===== src/pno_pkg.sv =====
// Shared constants, types and table functions for the gradient noise block.
package pno_pkg;

  localparam int OCTAVES    = 3;
  localparam int ANGLE_BITS = 10;
  localparam int COORD_BITS = 16;

  localparam int POS_W    = 16;
  localparam int SIZE_W   = 17;
  localparam int DIV_W    = 16;
  localparam int SCALE_W  = 16;
  localparam int HEIGHT_W = 25;
  localparam int IN_TDATA_W  = 32;
  localparam int OUT_TDATA_W = 32;
  localparam int CFG_IDX_W   = 2;

  localparam int UW     = POS_W + COORD_BITS;
  localparam int CELL_W = 32;
  localparam int PW     = COORD_BITS + CELL_W;
  localparam int OCT_W  = $clog2(OCTAVES + 1);
  localparam int DW     = COORD_BITS + 5;
  localparam int QTR    = 1 << (ANGLE_BITS - 2);

  localparam int FIFO_DEPTH = 4;
  localparam int OCT_LAT    = 11;
  localparam int BACK_LAT   = OCT_LAT + 6;

  localparam logic [CFG_IDX_W-1:0] REG_SIZE_X      = 2'd0;
  localparam logic [CFG_IDX_W-1:0] REG_SIZE_Y      = 2'd1;
  localparam logic [CFG_IDX_W-1:0] REG_NOISE_SCALE = 2'd2;

  localparam logic [SIZE_W-1:0]  SIZE_RST  = 17'd512;
  localparam logic [SCALE_W-1:0] SCALE_RST = 16'd256;

  localparam logic [31:0] HASH_M1 = 32'd3284157443;
  localparam logic [31:0] HASH_M2 = 32'd1911520717;
  localparam logic [31:0] HASH_M3 = 32'd2048419325;
  localparam logic [63:0] PI_Q30  = 64'd3373259426;

  localparam logic [HEIGHT_W-1:0] HEIGHT_MAX = '1;

  typedef struct packed {
    logic [UW-1:0] v;
    logic [UW-1:0] u;
  } coord_t;

  typedef logic [14:0] qtab_t [0:QTR];

  function automatic logic [31:0] rot16(input logic [31:0] a);
    return {a[15:0], a[31:16]};
  endfunction

  // Shift-subtract quotient, used only while building the table.
  function automatic logic [63:0] udiv64(input logic [63:0] a, input logic [63:0] d);
    logic [63:0] q;
    logic [64:0] rm;
    q = '0;
    rm = '0;
    for (int b = 63; b >= 0; b--) begin
      rm = {rm[63:0], a[b]};
      if (rm >= {1'b0, d}) begin
        rm = rm - {1'b0, d};
        q[b] = 1'b1;
      end
    end
    return q;
  endfunction

  // Quarter sine wave in Q14 from a Q30 Taylor series up to x^13.
  function automatic qtab_t build_qsin();
    qtab_t t;
    logic [63:0] x;
    logic [63:0] x2;
    logic [63:0] trm;
    logic [63:0] r;
    logic [63:0] dv;
    logic signed [63:0] acc;
    int j;
    int n;
    for (j = 0; j <= QTR; j++) begin
      x = (PI_Q30 * 64'(j)) >> (ANGLE_BITS - 1);
      x2 = (x * x) >> 30;
      trm = x;
      acc = signed'(x);
      for (n = 1; n <= 6; n++) begin
        dv = 64'((2 * n) * (2 * n + 1));
        trm = udiv64((trm * x2) >> 30, dv);
        if (n[0]) acc = acc - signed'(trm);
        else acc = acc + signed'(trm);
      end
      if (acc < 0) acc = 0;
      r = (64'(acc) + 64'd32768) >> 16;
      if (r > 64'd16384) r = 64'd16384;
      t[j] = r[14:0];
    end
    return t;
  endfunction

  localparam qtab_t QSIN = build_qsin();

  // Full-wave Q1.14 sine built from the quarter table.
  function automatic logic signed [15:0] sine_at(input logic [ANGLE_BITS-1:0] k);
    logic [1:0] quad;
    logic [ANGLE_BITS-2:0] idx;
    logic signed [15:0] mag;
    quad = k[ANGLE_BITS-1 -: 2];
    idx = {1'b0, k[ANGLE_BITS-3:0]};
    if (quad[0]) idx = (ANGLE_BITS-1)'(QTR) - idx;
    mag = signed'({1'b0, QSIN[idx]});
    return quad[1] ? -mag : mag;
  endfunction

endpackage


===== src/pno_fifo.sv =====
// Small coordinate queue between the front end and the noise pipeline.
module pno_fifo (
  input  logic            clk,
  input  logic            rst,
  input  logic            push,
  input  pno_pkg::coord_t din,
  output logic            full,
  input  logic            pop,
  output pno_pkg::coord_t dout,
  output logic            valid
);

  localparam int DEPTH = pno_pkg::FIFO_DEPTH;
  localparam int AW    = $clog2(DEPTH);

  pno_pkg::coord_t mem [DEPTH];
  logic [AW-1:0]   wptr;
  logic [AW-1:0]   rptr;
  logic [AW:0]     count;

  assign full  = (count == (AW+1)'(DEPTH));
  assign valid = (count != '0);
  assign dout  = mem[rptr];

  always_ff @(posedge clk) begin
    if (rst) begin
      wptr  <= '0;
      rptr  <= '0;
      count <= '0;
    end else begin
      if (push) wptr <= wptr + AW'(1);
      if (pop) rptr <= rptr + AW'(1);
      count <= count + (AW+1)'(push) - (AW+1)'(pop);
    end
  end

  always_ff @(posedge clk) begin
    if (push) mem[wptr] <= din;
  end

endmodule


===== config.mk =====
export PLATFORM = sky130hd
export DESIGN_NAME = pno_fifo
export DESIGN_NICKNAME = d
export VERILOG_FILES = /design/src/pno_pkg.sv /design/src/pno_fifo.sv
export SDC_FILE = /design/constraint.sdc
export NUM_CORES = 1
export LEC_CHECK = 0
export BUFFER_PORTS_ARGS = -buffer_cell sky130_fd_sc_hd__clkbuf_2
export CORE_UTILIZATION = 50
export DETAILED_ROUTE_END_ITERATION = 16
export PLACE_DENSITY_LB_ADDON = 0.05
export SLEW_MARGIN = 20
export SYNTH_ARGS = -nofsm -noshare
export SYNTH_HDL_FRONTEND = slang
export SYNTH_SLANG_ARGS = --single-unit

===== constraint.sdc =====
create_clock -name clk -period 7.77 [get_ports clk]
set_input_delay 1.554 -clock clk [delete_from_list [all_inputs] [get_ports clk]]
set_output_delay 1.554 -clock clk [all_outputs]
set_load 0.01 [all_outputs]

# After elaboration in Yosys (flattened, before gate mapping)
# Memory sizes are Yosys's and may differ from the RTL's. A register that Yosys moved wholly into a read port is not among the register bits.
# Cells that the tools add are included.
dict set report op_classes {
  add_sub_neg 4
  eq_ne 1
  n_mux 4
  n_reduce_logical 1
}
# op n
set ops {}
lappend ops {{2-bit by 1-bit adder with 2-bit output, second input constant} 2}
lappend ops {{2-bit 2-to-1 mux} 2}
lappend ops {{3-bit by 1-bit adder with 3-bit output} 1}
lappend ops {{3-bit equality test, second input constant} 1}
lappend ops {{3-bit nonzero test} 1}
lappend ops {{3-bit by 1-bit subtractor with 3-bit output} 1}
lappend ops {{1-bit 2-to-1 mux} 2}
dict set report totals {
  reg_bits 7
  ram_bits 256
  input_bits 68
  wordCells 14
  memories 1
}
# name words width rd rd_clocked_by_memory_dff write_ports line_no
set mem_list {}
lappend mem_list {mem 4 64 1 1 1 pno_fifo.sv:16} ;# pno_pkg::coord_t mem [DEPTH];

# Depth between registers and ports, before layout
dict set report logic_depth {
  ltp_word 3
  ltp_mapped 7
}

# Worst setup path before layout
# OpenSTA, ideal clock, no wires.
dict set report synth_timing {
  path_type {in2reg}
  startpoint {input port push}
  endpoint {memory mem[0][0] in the netlist's numbering (enable)}
  setup_time_ps 429
  arrival_time_ps 3061
  slack_ps 4281
  cell_stages 1
  n_path_buf 0
  path_cell_list {and2_1}
}
dict set report synth_via {
  elab_chain_cells 2
}
# element line_no
set synth_lines {}
lappend synth_lines {{start, declared} pno_fifo.sv:5} ;# input logic push,
lappend synth_lines {{1-bit 2-to-1 mux} pno_fifo.sv:38} ;# if (push) mem[wptr] <= din;
lappend synth_lines {{1-bit 2-to-1 mux (implied by the code)} pno_fifo.sv:38}
lappend synth_lines {{end, declared} pno_fifo.sv:16}
# No other way between the ends.

==> results_dict.tcl <==
set metrics [dict create \
    layout.nets 600 \
    dp_slack_ns 3.85 \
    hpwl_um 8780 \
    relSlewSlack_pct 32.5 \
    syn_avg_cell_area_um2 25.9 \
    ys_ff_latch 265 \
    final_hold_viol_count 0 \
    required_ns 6.22 \
    synth_area_mm2 0.00975 \
    ys_warn_count 0 \
    vdd_drop_max_v 0.000215 \
    grt_util_all_layers_pct 17.0 \
    diodes 0 \
    clk_latency_ns 0.51 \
    slew_violations 0 \
    final.setup_skew_ns 0.00748 \
    path_cells "buf_4, mux4_1, clkbuf_2" \
    clockBufferDepth 3 \
    port_buffers 133 \
    drc 0 \
    synth.area.top_cells "edfxtp_1 79%, mux4_2 14%, dfxtp_1 1.8%, buf_12 1.2%, mux4_1 1.1%" \
    p_leak_nw 3.89 \
    io_pins 134 \
    crit_type "reg2out" \
    crit_family "buffers and inverters" \
    cpPeakStageDelay_ns 0.72 \
    crit_path_top_delay_cell "dfxtp_4" \
    drtIter0Drc 212 \
    yosys_most_used_dff "edfxtp_1" \
    fin_setup_tns_ns 0 \
    initial_core_util_pct 51.6 \
    drv_cap 0 \
    synth_fp_nets 451 \
    avgRoutedWirePerCell_um 20.2 \
    arrival_ns 2.76 \
    cts-root-buf "clkbuf_16" \
    fp-row-count 50 \
    internal_power_mw 2.51 \
    cp_max_fo 37 \
    seqPwrFrac_pct 52.9 \
    hold_path.class "reg2reg" \
    fin_ws_ns 3.45 \
    die_w_um 142 \
    grt_max_degree 65 \
    clock_sinks 265 \
    place.gp.congestion 0.696 \
    synthCells 376 \
    outcome "finished, final reports clean" \
    power_switching_mw 0.662 \
    die_h_um 142 \
    finalWirelength_um 16200 \
    synth_edf_count 256 \
    path_buf_inv 2 \
    total_power_mw 3.17 \
    crit_path_end_kind "output port" \
    clkTransAtPathRegs_ns 0.06 \
    grt_setup_unrepaired "false" \
    ys_async_sr_fraction_pct 0 \
    grt_pass1_wl_um 25600 \
    post-synth-top-count-cell "edfxtp_1" \
    vias_per_cell 5.32 \
    dr.pass1.iters 4 \
    sw_frac_of_total_pct 20.9 \
    period_needed_ns 4.32 \
    first_global_vias 4757 \
    synth.distinct_cells 22 \
    p_comb_share_pct 8.7 \
    power_density_mw_per_mm2 277 \
    num_vias 4277 \
    synth_top_cell_by_area "edfxtp_1" \
    whs_ns 0.524 \
    clkPwrFrac_pct 38.4 \
    cts_tree "done" \
    core_area_mm2 0.0189 \
    postCtsSetupRepairBufs 0 \
    setup_violations 0 \
    crit_path_start_kind "flop" \
    ant_nets 0 \
    fmax_mhz 232 \
    drive_gt1_share_pct 43.0 \
    hold_buffers 0 \
    grt_overflow 0 \
    worstMarginPinSlew_ns 1.01 \
    synth_common_cells "256 x edfxtp_1, 60 x mux4_2, 9 x dfxtp_1" \
    synth.yosys.seq_area_share_pct 80.7 \
    antenna_found_initial 0 \
    synth_top_cell_area_share_pct 78.8 \
    die-area_mm2 0.0201 \
    cts_resized 0 \
    syn_to_final_growth_pct 17.3 \
    post-route-period-util_pct 55.6 \
    htree_num_levels 1 \
    cts_buffers 27 \
]
-- layout make-up --
class / instances / area [µm²]
sequential: 265 / 7880
multi-input combinational: 91 / 1700
timing repair buffer: 134 / 673
clock inverter: 15 / 141
fill: 1390 / 7450
inverter: 6 / 22.5
clock buffer: 33 / 698
tap: 260 / 325
-- power by group through the flow --
stage | registers [mW] | logic, mW | clock network, mW
global route | 1.69 | 0.301 | 1.30
floorplan | 1.69 | 0.196 | 0
finish | 1.68 | 0.276 | 1.22
global placement | 1.71 | 0.278 | 0
detailed placement | 1.71 | 0.283 | 0
CTS | 1.68 | 0.284 | 1.25
-- through the flow --
step / util [%] / std cells / area (µm²)
3_5_place_dp: 56.1 / 756 / 10600
2_1_floorplan: - / 376 / 9750
3_3_place_gp: 56.1 / 756 / 10600
4_1_cts: 60.5 / 804 / 11400
6_report: 60.5 / 804 / 11400
5_1_grt: 60.5 / 804 / 11400
-- kinds of logic (layout without fill, tap and decap cells) --
logic type	after synthesis	count (layout)	synth area share, %
buffers and inverters	20	188	1.94
AND/OR/NAND/NOR	14	14	0.783
XOR/XNOR	3	3	0.423
adder cells (fa/ha/maj)	7	7	0.975
multiplexers	65	65	15.0
AO/OA/AOI/OAI	2	2	0.154
flip-flops	265	265	80.7
-- worst register-to-register path: cells and delay by family (launching register included) --
| family | cells | cell delay (ns) |
|---|---|---|
| simple gates | 1 | 0.81 |
| buf+inv | 1 | 0.10 |
| flops | 1 | 0.35 |
| fa+ha+maj | 1 | 0.16 |
-- flip-flops by register name, indices dropped and copies added, names as in the netlist, named ones only --
name / flops
mem: 256
count: 3
rptr: 2
wptr: 2
-- layer usage --
layer | GRT usage, % | wire length [µm] | up-vias
li1 | - | - | 1902
met1 | 21.9 | 6750 | 2246
met2 | 29.6 | 8340 | 107
met3 | 3.61 | 878 | 22
met4 | 4.70 | 251 | 0
met5 | 0 | 0 | -
-- path summary, 6_finish.rpt --
kind         startpoint         end  slack, ns  depth (start not counted)
min             rptr[1]        flop       0.52                          2
max reg2reg     wptr[0]  mem[0][41]       5.95                          3
max                flop    dout[63]       3.45                          3
min reg2reg     rptr[1]        flop       0.52                          2
-- layout by cell type, fill, tap and decap left out, drive strengths merged --
cell / Yosys / final
a21bo: 1 / 1
and2: 4 / 4
xnor2: 2 / 2
mux2i: 1 / 1
xor3: 1 / 1
inv: 6 / 6
dfxtp: 9 / 9
and3: 1 / 1
clkinv: 0 / 11
buf: 13 / 1
a21oi: 1 / 1
clkinvlp: 0 / 1
or3: 1 / 1
nor2b: 2 / 2
bufinv: 0 / 3
clkbuf: 1 / 166
mux4: 64 / 64
edfxtp: 256 / 256
fa: 1 / 1
nor2: 5 / 5
nand3b: 1 / 1
ha: 6 / 6
Power figures use the tool's default switching activity.
